### src/hw/rtl/tssc_pkg.sv
// ---------------------------------------------------------------------------
// tssc_pkg
// Types, codes and small tables for the transport stream slice-type counter.
// ---------------------------------------------------------------------------
`default_nettype none

package tssc_pkg;

  localparam logic [1:0] MODE_BYTE   = 2'd0;
  localparam logic [1:0] MODE_READ   = 2'd1;
  localparam logic [1:0] MODE_CLEAR  = 2'd2;
  localparam logic [1:0] MODE_UNUSED = 2'd3;

  localparam logic [7:0]  PACKET_BYTES     = 8'd188;
  localparam logic [7:0]  LAST_BYTE        = 8'd187;
  localparam logic [7:0]  PID_BYTE         = 8'd2;
  localparam logic [7:0]  FIRST_SCAN_BYTE  = 8'd7;
  localparam int          TAIL_CHECKS      = 184 - 180;
  localparam logic [13:0] PID_ALL          = 14'h2000;
  localparam logic [13:0] FILTER_RESET     = 14'h2000;
  localparam logic [6:0]  SPACE_CHAR       = 7'd32;
  localparam logic [3:0]  NUM_TYPES        = 4'd10;
  localparam logic [23:0] SYNC_PREFIX      = 24'h000001;
  localparam logic [31:0] COUNT_MAX        = 32'hFFFF_FFFF;

  // count classes
  localparam logic [2:0] CLS_P  = 3'd0;
  localparam logic [2:0] CLS_B  = 3'd1;
  localparam logic [2:0] CLS_I  = 3'd2;
  localparam logic [2:0] CLS_SP = 3'd3;
  localparam logic [2:0] CLS_SI = 3'd4;
  localparam int         NUM_CLASSES = 5;

  localparam logic REG_FILTER = 1'b0;

  typedef enum logic [1:0] {
    JOB_EVENT,
    JOB_READ,
    JOB_CLEAR
  } job_kind_t;

  typedef struct packed {
    logic [1:0] mode;
    logic [7:0] data_byte;
    logic       packet_start;
    logic [9:0] history_index;
  } req_t;

  typedef struct packed {
    logic        result_kind;
    logic [3:0]  slice_kind;
    logic [6:0]  slice_letter;
    logic [31:0] count_i;
    logic [31:0] count_p;
    logic [31:0] count_b;
    logic [31:0] count_si;
    logic [31:0] count_sp;
    logic [6:0]  history_char;
    logic        last_of_run;
  } rsp_t;

  function automatic logic [2:0] type_class(input logic [3:0] st);
    logic [3:0] r;
    r = (st >= 4'd5) ? st - 4'd5 : st;
    return r[2:0];
  endfunction

  function automatic logic [6:0] class_letter(input logic [2:0] cls);
    logic [6:0] l;
    case (cls)
      CLS_P:   l = 7'd80;   // P
      CLS_B:   l = 7'd66;   // B
      CLS_I:   l = 7'd73;   // I
      CLS_SP:  l = 7'd112;  // p
      default: l = 7'd105;  // i
    endcase
    return l;
  endfunction

endpackage

`default_nettype wire

### src/hw/rtl/tssc_slice_decode.sv
// ---------------------------------------------------------------------------
// tssc_slice_decode
// Checks one eight-byte view for a slice NAL start and decodes the slice type.
// ---------------------------------------------------------------------------
`default_nettype none

module tssc_slice_decode (
  input  wire logic [63:0] view,
  output logic             hit,
  output logic [3:0]       stype
);

  logic [7:0]  nal;
  logic [4:0]  nal_type;
  logic [31:0] word;
  logic [4:0]  n1;
  logic        found;
  logic [63:0] shifted;
  logic [6:0]  t;
  logic        have;
  logic        nal_ok;

  assign nal      = view[39:32];
  assign nal_type = nal[4:0];
  assign word     = view[31:0];

  // leading zeros of the first exp-golomb code
  always_comb begin
    n1    = '0;
    found = 1'b0;
    for (int b = 31; b >= 0; b--) begin
      if (!found && word[b]) begin
        n1    = 5'(31 - b);
        found = 1'b1;
      end
    end
  end

  assign shifted = {word, 32'd0} << {n1, 1'b1};
  assign t       = shifted[63:57];

  always_comb begin
    have  = 1'b1;
    stype = '0;
    if (t[6]) begin
      stype = 4'd0;
    end else if (t[5]) begin
      stype = 4'd1 + {3'd0, t[4]};
    end else if (t[4]) begin
      stype = 4'd3 + {2'd0, t[3:2]};
    end else if (t[3]) begin
      stype = 4'd7 + {1'b0, t[2:0]};
    end else begin
      have = 1'b0;
    end
  end

  assign nal_ok = !nal[7] && (nal_type == 5'd1 || nal_type == 5'd2 ||
                              nal_type == 5'd5 || nal_type == 5'd19);

  assign hit = (view[63:40] == tssc_pkg::SYNC_PREFIX) && nal_ok && (word != 32'd0) &&
               have && (stype < tssc_pkg::NUM_TYPES);

endmodule

`default_nettype wire

### src/hw/rtl/tssc_history_ram.sv
// ---------------------------------------------------------------------------
// tssc_history_ram
// History letter store: one write port, one registered read port; an entry
// not written since the last clear reads as a space.
// ---------------------------------------------------------------------------
`default_nettype none

module tssc_history_ram #(
  parameter int DEPTH = 64,
  parameter int AW    = 6
) (
  input  wire logic          clk,
  input  wire logic          rst,
  input  wire logic          we,
  input  wire logic [AW-1:0] waddr,
  input  wire logic [6:0]    wdata,
  input  wire logic          re,
  input  wire logic [AW-1:0] raddr,
  input  wire logic          rfilled,
  output logic [6:0]         rchar
);

  logic [6:0] mem [DEPTH];
  logic [6:0] mem_q;
  logic       valid_q;

  always_ff @(posedge clk) begin
    if (we) begin
      mem[waddr] <= wdata;
    end
    if (re) begin
      mem_q <= mem[raddr];
    end
  end

  always_ff @(posedge clk) begin
    if (rst) begin
      valid_q <= 1'b0;
    end else if (re) begin
      valid_q <= rfilled;
    end
  end

  assign rchar = valid_q ? mem_q : tssc_pkg::SPACE_CHAR;

endmodule

`default_nettype wire

### src/hw/rtl/ts_slice_type_counter.sv
// ---------------------------------------------------------------------------
// ts_slice_type_counter
// Follows one PID of a transport stream, finds H.264 slice headers, counts
// slice types and keeps a ring of slice letters that can be read back.
// ---------------------------------------------------------------------------
// path: a slice event goes from the job stage to the output register, a history
//   answer from the job stage through the RAM read register to the output register
// throughput: one request per cycle unless the job stage is busy; a byte that
//   ends two slices holds it until both results pass the single output register
// reset: clears packet tracking, counts, write pointer and the
//   history fill count, so the ring reads as spaces with no clearing pass
`default_nettype none

module ts_slice_type_counter #(
  parameter int HISTORY_DEPTH = 64
) (
  input  wire logic                 clk,
  input  wire logic                 rst,
  input  wire logic                 req_valid,
  output logic                      req_ready,
  input  wire tssc_pkg::req_t       req_data,
  output logic                      rsp_valid,
  input  wire logic                 rsp_ready,
  output tssc_pkg::rsp_t            rsp_data,
  input  wire logic                 psel,
  input  wire logic                 penable,
  input  wire logic                 pwrite,
  input  wire logic [2:0]           paddr,
  input  wire logic [31:0]          pwdata,
  output logic [31:0]               prdata,
  output logic                      pready
);

  localparam int HIST_AW = (HISTORY_DEPTH > 1) ? $clog2(HISTORY_DEPTH) : 1;
  localparam int NCHK    = tssc_pkg::TAIL_CHECKS + 1;

  // index modulo the ring depth by compare and subtract of shifted depths
  function automatic logic [HIST_AW-1:0] ring_index(input logic [9:0] idx);
    logic [10:0] r;
    r = {1'b0, idx};
    for (int k = 9; k >= 0; k--) begin
      if ((HISTORY_DEPTH << k) <= 1023 && r >= 11'(HISTORY_DEPTH << k)) begin
        r = r - 11'(HISTORY_DEPTH << k);
      end
    end
    return HIST_AW'(r);
  endfunction

  // configuration
  logic [13:0] packet_id_filter;

  assign pready = 1'b1;
  assign prdata = (paddr[2] == tssc_pkg::REG_FILTER) ? {18'd0, packet_id_filter} : 32'd0;

  always_ff @(posedge clk) begin
    if (rst) begin
      packet_id_filter <= tssc_pkg::FILTER_RESET;
    end else if (psel && penable && pwrite && paddr[2] == tssc_pkg::REG_FILTER) begin
      packet_id_filter <= pwdata[13:0];
    end
  end

  // packet tracking
  logic [7:0]  byte_position;
  logic [63:0] byte_window;
  logic        packet_selected;
  logic [7:0]  pos_eff;
  logic        byte_ok;
  logic [63:0] win_next;
  logic [12:0] pid;
  logic        sel_next;
  logic        req_fire;

  assign req_fire = req_valid && req_ready;
  assign pos_eff  = req_data.packet_start ? 8'd0 : byte_position;
  assign byte_ok  = (req_data.mode == tssc_pkg::MODE_BYTE) && (pos_eff < tssc_pkg::PACKET_BYTES);
  assign win_next = {byte_window[55:0], req_data.data_byte};
  assign pid      = {byte_window[4:0], req_data.data_byte};
  assign sel_next = (packet_id_filter == tssc_pkg::PID_ALL) ||
                    ({1'b0, pid} == packet_id_filter);

  always_ff @(posedge clk) begin
    if (rst) begin
      byte_position   <= '0;
      byte_window     <= '0;
      packet_selected <= 1'b0;
    end else if (req_fire && byte_ok) begin
      byte_window   <= win_next;
      byte_position <= pos_eff + 8'd1;
      if (pos_eff == tssc_pkg::PID_BYTE) begin
        packet_selected <= sel_next;
      end
    end
  end

  // slice checks: the newest offset, plus the tail offsets on the last byte
  logic [NCHK-1:0] chk_hit;
  logic [NCHK-1:0] chk_en;
  logic [3:0]      chk_type [NCHK];

  for (genvar s = 0; s < NCHK; s++) begin : g_chk
    tssc_slice_decode u_dec (
      .view  (win_next << (8 * s)),
      .hit   (chk_hit[s]),
      .stype (chk_type[s])
    );
    if (s == 0) begin : g_main
      assign chk_en[s] = packet_selected && (pos_eff >= tssc_pkg::FIRST_SCAN_BYTE);
    end else begin : g_tail
      assign chk_en[s] = packet_selected && (pos_eff == tssc_pkg::LAST_BYTE);
    end
  end

  logic [1:0] ev_cnt;
  logic [3:0] ev_type0;
  logic [3:0] ev_type1;

  always_comb begin
    ev_cnt   = '0;
    ev_type0 = '0;
    ev_type1 = '0;
    for (int s = 0; s < NCHK; s++) begin
      if (chk_en[s] && chk_hit[s]) begin
        if (ev_cnt == 2'd0) begin
          ev_type0 = chk_type[s];
          ev_cnt   = 2'd1;
        end else if (ev_cnt == 2'd1) begin
          ev_type1 = chk_type[s];
          ev_cnt   = 2'd2;
        end
      end
    end
  end

  // job stage
  logic                   s1_valid;
  tssc_pkg::job_kind_t    s1_kind;
  logic                   s1_two;
  logic                   s1_phase;
  logic [3:0]             s1_type0;
  logic [3:0]             s1_type1;
  logic [HIST_AW-1:0]     s1_idx;
  logic                   s1_step;
  logic                   s1_done;
  logic                   job_load;
  tssc_pkg::job_kind_t    job_kind;

  // read response stage
  logic                   r_valid;
  logic                   out_free;

  // state
  logic [31:0]            counts [tssc_pkg::NUM_CLASSES];
  logic [HIST_AW-1:0]     wp;
  logic [HIST_AW:0]       fill;
  logic [3:0]             cur_type;
  logic [2:0]             cur_cls;
  logic [31:0]            cnt_next;
  logic [HIST_AW:0]       rsum;
  logic [HIST_AW-1:0]     raddr;
  logic [HIST_AW+1:0]     fsum;
  logic                   rd_filled;
  logic [6:0]             rchar;

  assign out_free  = !rsp_valid || rsp_ready;
  assign req_ready = !s1_valid || s1_done;

  always_comb begin
    job_load = 1'b0;
    job_kind = tssc_pkg::JOB_EVENT;
    unique case (req_data.mode)
      tssc_pkg::MODE_BYTE: begin
        job_load = byte_ok && (ev_cnt != 2'd0);
      end
      tssc_pkg::MODE_READ: begin
        job_load = 1'b1;
        job_kind = tssc_pkg::JOB_READ;
      end
      tssc_pkg::MODE_CLEAR: begin
        job_load = 1'b1;
        job_kind = tssc_pkg::JOB_CLEAR;
      end
      default: begin
        job_load = 1'b0;
      end
    endcase
  end

  always_comb begin
    s1_step = 1'b0;
    s1_done = 1'b0;
    if (s1_valid) begin
      unique case (s1_kind)
        tssc_pkg::JOB_EVENT: begin
          s1_step = out_free && !r_valid;
          s1_done = s1_step && (s1_phase || !s1_two);
        end
        default: begin
          s1_step = !r_valid || out_free;
          s1_done = s1_step;
        end
      endcase
    end
  end

  always_ff @(posedge clk) begin
    if (rst) begin
      s1_valid <= 1'b0;
      s1_phase <= 1'b0;
    end else begin
      if (req_fire && job_load) begin
        s1_valid <= 1'b1;
        s1_phase <= 1'b0;
      end else if (s1_done) begin
        s1_valid <= 1'b0;
      end else if (s1_step) begin
        s1_phase <= 1'b1;
      end
    end
  end

  always_ff @(posedge clk) begin
    if (req_fire && job_load) begin
      s1_kind  <= job_kind;
      s1_two   <= (ev_cnt == 2'd2);
      s1_type0 <= ev_type0;
      s1_type1 <= ev_type1;
      s1_idx   <= ring_index(req_data.history_index);
    end
  end

  logic ev_step;
  logic rd_step;
  logic clr_step;

  assign ev_step  = s1_step && (s1_kind == tssc_pkg::JOB_EVENT);
  assign rd_step  = s1_step && (s1_kind == tssc_pkg::JOB_READ);
  assign clr_step = s1_step && (s1_kind == tssc_pkg::JOB_CLEAR);

  assign cur_type = s1_phase ? s1_type1 : s1_type0;
  assign cur_cls  = tssc_pkg::type_class(cur_type);
  assign cnt_next = (counts[cur_cls] == tssc_pkg::COUNT_MAX) ? counts[cur_cls]
                                                             : counts[cur_cls] + 32'd1;

  assign rsum  = {1'b0, wp} + {1'b0, s1_idx};
  assign raddr = (rsum >= (HIST_AW + 1)'(HISTORY_DEPTH)) ?
                 HIST_AW'(rsum - (HIST_AW + 1)'(HISTORY_DEPTH)) : rsum[HIST_AW-1:0];

  // the last fill writes sit just behind wp, so only indexes near the top hold letters
  assign fsum      = {2'b00, s1_idx} + {1'b0, fill};
  assign rd_filled = (fsum >= (HIST_AW + 2)'(HISTORY_DEPTH));

  // pair counts kept directly: a saturating sum of two saturating counts
  always_ff @(posedge clk) begin
    if (rst || clr_step) begin
      for (int c = 0; c < tssc_pkg::NUM_CLASSES; c++) begin
        counts[c] <= '0;
      end
    end else if (ev_step) begin
      counts[cur_cls] <= cnt_next;
    end
  end

  always_ff @(posedge clk) begin
    if (rst) begin
      wp <= '0;
    end else if (ev_step) begin
      wp <= (wp == HIST_AW'(HISTORY_DEPTH - 1)) ? '0 : wp + HIST_AW'(1);
    end
  end

  // letters written since the last clear, saturating at the ring depth
  always_ff @(posedge clk) begin
    if (rst || clr_step) begin
      fill <= '0;
    end else if (ev_step && fill != (HIST_AW + 1)'(HISTORY_DEPTH)) begin
      fill <= fill + (HIST_AW + 1)'(1);
    end
  end

  tssc_history_ram #(
    .DEPTH (HISTORY_DEPTH),
    .AW    (HIST_AW)
  ) u_ram (
    .clk     (clk),
    .rst     (rst),
    .we      (ev_step),
    .waddr   (wp),
    .wdata   (tssc_pkg::class_letter(cur_cls)),
    .re      (rd_step),
    .raddr   (raddr),
    .rfilled (rd_filled),
    .rchar   (rchar)
  );

  always_ff @(posedge clk) begin
    if (rst) begin
      r_valid <= 1'b0;
    end else if (rd_step) begin
      r_valid <= 1'b1;
    end else if (out_free) begin
      r_valid <= 1'b0;
    end
  end

  // output register
  always_ff @(posedge clk) begin
    if (rst) begin
      rsp_valid <= 1'b0;
    end else if ((r_valid && out_free) || ev_step) begin
      rsp_valid <= 1'b1;
    end else if (rsp_ready) begin
      rsp_valid <= 1'b0;
    end
  end

  always_ff @(posedge clk) begin
    if (r_valid && out_free) begin
      rsp_data.result_kind  <= 1'b1;
      rsp_data.slice_kind   <= '0;
      rsp_data.slice_letter <= tssc_pkg::SPACE_CHAR;
      rsp_data.count_i      <= counts[tssc_pkg::CLS_I];
      rsp_data.count_p      <= counts[tssc_pkg::CLS_P];
      rsp_data.count_b      <= counts[tssc_pkg::CLS_B];
      rsp_data.count_si     <= counts[tssc_pkg::CLS_SI];
      rsp_data.count_sp     <= counts[tssc_pkg::CLS_SP];
      rsp_data.history_char <= rchar;
      rsp_data.last_of_run  <= 1'b1;
    end else if (ev_step) begin
      rsp_data.result_kind  <= 1'b0;
      rsp_data.slice_kind   <= cur_type;
      rsp_data.slice_letter <= tssc_pkg::class_letter(cur_cls);
      rsp_data.count_i      <= (cur_cls == tssc_pkg::CLS_I)  ? cnt_next
                                                             : counts[tssc_pkg::CLS_I];
      rsp_data.count_p      <= (cur_cls == tssc_pkg::CLS_P)  ? cnt_next
                                                             : counts[tssc_pkg::CLS_P];
      rsp_data.count_b      <= (cur_cls == tssc_pkg::CLS_B)  ? cnt_next
                                                             : counts[tssc_pkg::CLS_B];
      rsp_data.count_si     <= (cur_cls == tssc_pkg::CLS_SI) ? cnt_next
                                                             : counts[tssc_pkg::CLS_SI];
      rsp_data.count_sp     <= (cur_cls == tssc_pkg::CLS_SP) ? cnt_next
                                                             : counts[tssc_pkg::CLS_SP];
      rsp_data.history_char <= tssc_pkg::SPACE_CHAR;
      rsp_data.last_of_run  <= s1_phase || !s1_two;
    end
  end

  // a pending history answer is never overtaken by a slice event
  a_read_before_event: assert property (@(posedge clk) disable iff (rst)
    r_valid |-> !ev_step)
    else $error("slice event issued while a history answer is pending");

  // the write pointer stays inside the ring
  a_wp_range: assert property (@(posedge clk) disable iff (rst)
    wp <= HIST_AW'(HISTORY_DEPTH - 1))
    else $error("history write pointer out of range");

  // a second event phase only exists for a two-event job
  a_phase_two: assert property (@(posedge clk) disable iff (rst)
    (s1_valid && s1_phase) |-> (s1_kind == tssc_pkg::JOB_EVENT && s1_two))
    else $error("job stage in second phase without a second event");

  // a blocked history answer stays pending
  a_read_held: assert property (@(posedge clk) disable iff (rst)
    (r_valid && !out_free) |=> r_valid)
    else $error("history answer dropped");

endmodule

`default_nettype wire

### config.mk
export PLATFORM = sky130hd
export DESIGN_NAME = ts_slice_type_counter
export DESIGN_NICKNAME = d
export VERILOG_FILES = /design/src/hw/rtl/tssc_pkg.sv /design/src/hw/rtl/tssc_slice_decode.sv /design/src/hw/rtl/tssc_history_ram.sv /design/src/hw/rtl/ts_slice_type_counter.sv
export SDC_FILE = /design/constraint.sdc
export NUM_CORES = 1
export LEC_CHECK = 0
export BUFFER_PORTS_ARGS = -buffer_cell sky130_fd_sc_hd__buf_2
export CORE_MARGIN = 5
export CORE_UTILIZATION = 30
export DETAILED_ROUTE_END_ITERATION = 12
export GPL_TIMING_DRIVEN = 0
export SYNTH_ARGS = -nofsm -noshare
export SYNTH_HDL_FRONTEND = slang
export SYNTH_SLANG_ARGS = --single-unit
### constraint.sdc
create_clock -name clk -period 8.1 [get_ports clk]
set_input_delay 0.405 -clock clk [delete_from_list [all_inputs] [get_ports clk]]
set_output_delay 0.405 -clock clk [all_outputs]
set_load 0.01 [all_outputs]
==> results.toml, run 1 <==
[timing]
min_period_ns = 7.68
setup_tns_ns = 0
worstMarginPinSlew_ns = 1.44
fmax_mhz = 130
skew_ns = 0.0501
worst_slew_margin_rel_pct = 2.68
finalMaxSlewViolations = 0
hold_violations = 0
setup_viol = 0
rsz0062_at_grt = "no"
period_share_pct = 94.8

[cts]
clk_latency_ns = 0.68
cts.sinks = 806
path_clk_slew_ns = 0.06
root_buffer = "clkbuf_16"
cts-htree-levels = 3
cts_made_buffers = 87
cts_tree = "built"
cts_max_path_buffers = 3
postCtsSetupBuffers = 0

[synth]
syn_inst = 3228
yosys_warnings = 0
synthFlopType = "edfxtp_1"
synthTopCellsByArea = "edfxtp_1 56%, dfxtp_1 5.8%, mux4_2 4.8%"
synth_top_family_by_area = "simple AND/OR/NAND/NOR gates"
synth_compound_area_share_pct = 11.9
synthSimpleGateAreaFrac_pct = 14.1
synth_top_area_share_pct = 55.8
synth_top_area_cell = "edfxtp_1"
async_flop_share_pct = 0
yosysSeqAreaShare_pct = 61.6
synth.distinct_cells = 94
synth_seq_cells = 806
syn_area_mm2 = 0.0375
avgSynthCellArea_um2 = 11.6
synthMuxAreaShare_pct = 5.65
synth_edf_count = 698
synth-xor-area-share_pct = 1.42
synth_fa_ha_area_share_pct = 1.34

[critical_path]
cp_slowest_cell = "a221oi_1"
critPathMaxFanout = 10
worstSetupStartpointType = "register"
max_stage_delay_ns = 0.95
arrival_ns = 8.02
end_kind = "register"
required_ns = 8.45
path_buf_inv = 3
reg2reg_depth = 22
crit_path_cell_trace = "clkbuf_1, nor4_1, nand2_1, nor2_1, o21ai_0, clkbuf_1, nand3_1, o21ai_0, a221oi_1, ha_1, nor2_1, a211oi_1, a21oi_1, or2_2, ha_1, mux2_2, ha_1, nor2_1, a21oi_1, a22oi_2, o21ai_4, buf_8"
r2r_start = "byte_window[4]"
critical_path_class = "register to register"
rrSetupSlack_ns = 0.42
cp_top_family = "compound AO/OA/AOI/OAI gates"
crit_path_start = "byte_window[4]"
reg2reg_to = "s1_type1[2]"

[power_and_ir_drop]
ir_drop_mv = 0.183
power_density_mw_per_mm2 = 225
total_leakage_power_uw = 0.0149

[outcome]
status = "complete, no violations"

[placement]
dp_hpwl_um = 87300
place_inst = 5135
numPortBuffers = 228
gp_congestion = 0.942

[grt]
grtUsageMet2_pct = 28.8
grt_antenna_before_repair = 8
grt-busiest-layer = "met2"
grt_pass1_vias = 27700
overflow = 0
met1_usage_pct = 23.5
track_usage_pct = 17.8
grt_pass1_wl_um = 179000
grt_max_degree = 59
grt_use_met3_pct = 4.25

[route]
drt-pass1-iter-count = 8
detail-route-antenna-nets = 0
drc = 0
num_vias = 28600
drtIter0Drc = 3161
finalWirelength_um = 123000
viasPerCell = 5.38
wl_per_cell_um = 23.1

[job]
maxCapViolations = 0

[die]
fp.dieW_um = 364
rows = 129
dieArea_mm2 = 0.132
start_util_pct = 30.3
die_h_um = 364
coreArea_mm2 = 0.124
pin_count = 278

[finish]
syn_to_final_growth_pct = 17.9
layout-drive-gt1-share_pct = 16.3
final_cells = 5313
fillers = 12200
final_net_count = 3709

[worst_hold_path]
holdPathStages = 2
min_to = "s1_kind[1]"
hold_class = "input pin to register"
holdCritStartpoint = "req_data[20]"
## cell type report
type | instances | area [um^2] | share of cell area (%)
clock inverter | 48 | 524 | 1.18
inverter | 80 | 300 | 0.678
tap | 1637 | 2050 | 4.63
antenna | 1 | 2.50 | 0.00565
clock buffer | 109 | 2280 | 5.15
multi-input combinational | 2092 | 13100 | 29.6
buffer | 269 | 1170 | 2.65
timing repair buffer | 271 | 1720 | 3.89
sequential | 806 | 23100 | 52.2
## stage by stage
stage / hold slack [ns] / utilization, % / cell area (um^2) / total power (uW) / setup slack, ns
floorplan: 0.431 / - / 37600 / 5630 / 1.40
global placement: 0.426 / 32.9 / 40800 / 6070 / -1.36
detailed placement: 0.433 / 33.3 / 41200 / 6090 / 0.102
CTS: 0.0487 / 35.7 / 44200 / 10000 / 0.0156
global route: 0.0732 / 35.7 / 44300 / 10300 / 0.153
finish: 0.0945 / 35.7 / 44300 / 9970 / 0.424
## cells in the mapped netlist, drive strengths merged, types with 20 or more instances
cell	count
ha	37
dfxtp	108
nand2	433
nor4	45
nor3	48
a211oi	25
xnor2	29
or3	22
nor2b	31
buf	84
or4	45
o211ai	24
nand3	65
xor2	32
o22ai	139
o21ai	229
mux4	80
nor2	329
clkbuf	185
edfxtp	698
a21oi	151
mux2i	20
inv	80
## sequential cells by signal, summed over array words and instances (netlist names), 6 cells and up
register          count
byte_position         8
byte_window          56
counts              256
fill                  7
packet_id_filter     14
rsp_data            176
s1_idx                6
u_ram.mem           256
wp                    6
## cell usage in the layout, fill, tap and decap left out, types with 65 or more instances in the layout
master     Yosys  routed
buf_2         42     270
dfxtp_1      108     108
o21ai_0      179     177
a21oi_1      151     151
mux4_2        80      80
o22ai_1      139     139
nand2_1      428     420
edfxtp_1     698     698
clkbuf_16      0      87
inv_1         79      77
clkbuf_1     185     205
nor2_1       329     329
nand3_1       65      65
## cell families (layout without fill, tap and decap cells)
kind of cell | count (synthesis) | in the layout
adder cells (fa/ha/maj) | 39 | 39
AO/OA/AOI/OAI | 727 | 727
flip-flops | 806 | 806
XOR/XNOR | 61 | 61
buffers and inverters | 349 | 777
multiplexers | 109 | 109
other | 2 | 22
AND/OR/NAND/NOR | 1135 | 1135
## layer usage
layer / routed length (um) / vias up
li1: - / 12800
met1: 49800 / 14000
met2: 56300 / 1504
met3: 12000 / 276
met4: 4440 / 6
met5: 45 / -
## worst register-to-register path, stage by stage (launching register included)
cell      delay [ns]
dfxtp_1         0.34
clkbuf_1        0.28
nor4_1          0.76
nand2_1         0.51
nor2_1          0.57
o21ai_0         0.27
clkbuf_1        0.30
nand3_1         0.15
o21ai_0         0.10
a221oi_1        0.95
ha_1            0.29
nor2_1          0.06
a211oi_1        0.35
a21oi_1         0.15
or2_2           0.32
ha_1            0.35
mux2_2          0.29
ha_1            0.28
nor2_1          0.04
a21oi_1         0.19
a22oi_2         0.20
o21ai_4         0.39
buf_8           0.20
## where the power goes
group	switching, uW	internal (uW)
logic	927	416
registers	54.6	4650
clock network	1680	2240
## repair_timing
action | 4_1_cts | 5_1_grt
hold buffers | 20 | 0
resized for setup | 0 | 6
setup endpoints to repair | 0 | 18
endpoints found under the hold margin | 20 | 0
## how the worst max path moves through the flow
stage                       end  slack, ns  cells after the start
finish              s1_type1[2]       0.42                     22
global route        s1_type0[2]       0.15                     24
CTS                 s1_type0[2]       0.02                     22
detailed placement  s1_type0[2]       0.10                     22
global placement    s1_type0[2]      -1.36                     21
floorplan             s1_idx[0]       1.40                     23
(Power assumes the default switching activity.)
==> run 2: changes to the inputs <==
--- a/config.mk
+++ b/config.mk
@@ -8,6 +8,7 @@
 export BUFFER_PORTS_ARGS = -buffer_cell sky130_fd_sc_hd__buf_2
 export CORE_MARGIN = 5
 export CORE_UTILIZATION = 30
+export CTS_CLUSTER_DIAMETER = 100
 export DETAILED_ROUTE_END_ITERATION = 12
 export GPL_TIMING_DRIVEN = 0
 export SYNTH_ARGS = -nofsm -noshare
==> constraint.sdc (replaced) <==
create_clock -name clk -period 8.1 [get_ports clk]
set_input_delay 1.62 -clock clk [delete_from_list [all_inputs] [get_ports clk]]
set_output_delay 1.62 -clock clk [all_outputs]
set_load 0.01 [all_outputs]
==> run 2 against run 1 <==
Non-clock buffer count fell by 20; utilization fell by 0.12 points; cell area fell by 0.33%; clock skew fell by 0.0014 ns; count of clock-buffer cells in the layout fell by 2; critical path type unchanged; largest cell class unchanged.
==> results.toml, run 2 (synthesis gave the netlist of run 1 again) <==
[outcome]
status = "complete, no violations"

[grt]
grt_pass1_wl_um = 179000
overflow = 0
grt_max_degree = 59
grt_antenna_before_repair = 8
grt_pass1_vias = 27600
track_usage_pct = 17.8

[cts]
cts_made_buffers = 88
postCtsSetupBuffers = 0
ctsHoldBuffers = 0
root_buffer = "clkbuf_16"
cts_resized = 0
path_clk_slew_ns = 0.06
cts_tree = "built"
cts.sinks = 806
clk_latency_ns = 0.68
cts_max_path_buffers = 3
cts-htree-levels = 3

[route]
finalWirelength_um = 122000
drc = 0
drtIter0Drc = 3170
wl_per_cell_um = 23.1
viasPerCell = 5.37
num_vias = 28400
drt-pass1-iter-count = 6
detail-route-antenna-nets = 0

[finish]
final_cells = 5296
layout_commonest_cell = "edfxtp_1"
layout-drive-gt1-share_pct = 16.6
layout_common_cells = "698 x edfxtp_1, 420 x nand2_1, 329 x nor2_1"
design_area_mm2 = 0.0441
reg_top3 = "counts x256, u_ram.mem x256, rsp_data x176"
syn_to_final_growth_pct = 17.5
final_net_count = 3690

[critical_path]
end_kind = "register"
rrSetupSlack_ns = 0.33
arrival_ns = 8.12
critical_path_class = "register to register"
required_ns = 8.45
worstSetupStartpointType = "register"
critPathMaxFanout = 10

[placement]
pre_cts_slack_ns = -0.590
place_inst = 5135
place_area_mm2 = 0.0412
gp_congestion = 0.942
numPortBuffers = 228
dp_hpwl_um = 87300

[timing]
worst_slew_margin_rel_pct = 5.49
fmax_mhz = 129
rsz0062_at_grt = "no"
period_share_pct = 95.9
skew_ns = 0.0487
hold_violations = 0
finalMaxSlewViolations = 0
min_period_ns = 7.77
worstMarginPinSlew_ns = 1.40
setup_tns_ns = 0
fin_ws_ns = 0.330
setup_viol = 0

[power_and_ir_drop]
total_leakage_power_uw = 0.0148
comb_power_share_pct = 13.3
seqPwrFrac_pct = 47.0
sw_frac_of_total_pct = 26.8
p_switching_uw = 2680
finalPower_uw = 10000
ir_drop_mv = 0.182
p_int_uw = 7320
pwr-share-clk_pct = 39.6
power_density_mw_per_mm2 = 227

[worst_hold_path]
hold_class = "register to register"

[die]
rows = 129
start_util_pct = 30.3
pin_count = 278
die_h_um = 364
dieArea_mm2 = 0.132
fp.dieW_um = 364
coreArea_mm2 = 0.124

[job]
maxCapViolations = 0
==> run 2: cell count changes in the layout (fill, tap and decap cells not counted), sizes merged <==
cell,change
clkbuf,-2
clkinv,+4
clkinvlp,+1
diode,+1
dlygate4sd3,-20
inv,-1
==> run 2: cell type report <==
class | instances | area (um^2)
plain buffers | 269 | 1170
multi-input cells | 2092 | 13100
repair buffers | 251 | 1520
clock buffers | 107 | 2290
clock inverters | 52 | 553
diodes | 2 | 5.00
flip-flops and latches | 806 | 23100
fillers | 12200 | 79800
inverters | 80 | 300
well taps | 1637 | 2050
==> run 2: per-stage QoR <==
step	util (%)	hold slack, ns
after detailed placement	33.3	0.433
after global routing	35.6	0.454
after CTS	35.6	0.443
after floorplan	-	0.431
final	35.6	0.440
after global placement	32.9	0.426
==> run 2: final timing paths <==
check,from,end,depth (start not counted)
min,rsp_data[179],rsp_data[179],2
max reg2reg,byte_window[4],s1_type1[2],24
max,byte_window[4],s1_type1[2],24
min reg2reg,rsp_data[179],rsp_data[179],2
==> run 2: layer usage <==
layer	vias up	GRT usage, %	wire length (um)
met2	1509	28.7	55800
met4	6	6.59	4640
met5	-	0	68
met1	13900	23.3	49700
met3	289	4.46	12200
li1	12800	-	-
==> run 2: critical path: stages (launching register included) <==
cell	delay [ns]
dfxtp_1	0.34
clkbuf_1	0.28
nor4_1	0.85
nand4_1	0.64
nor3_1	0.36
nand2_1	0.23
nand2_1	0.14
clkbuf_1	0.46
buf_2	0.35
a221oi_1	0.12
a211o_1	0.35
a31oi_1	0.39
inv_1	0.12
ha_1	0.33
a311o_1	0.33
o211ai_2	0.07
a21o_2	0.20
ha_1	0.27
mux2_2	0.29
ha_1	0.28
nor2_1	0.04
a21oi_1	0.19
a22oi_2	0.20
o21ai_4	0.39
buf_8	0.20
==> run 2: power groups by stage <==
stage	clock [uW]	combinational [uW]	sequential, uW
final	3960	1340	4700
after global placement	0	1270	4800
after CTS	4020	1310	4700
after detailed placement	0	1300	4790
after global routing	4180	1440	4710
after floorplan	0	841	4790
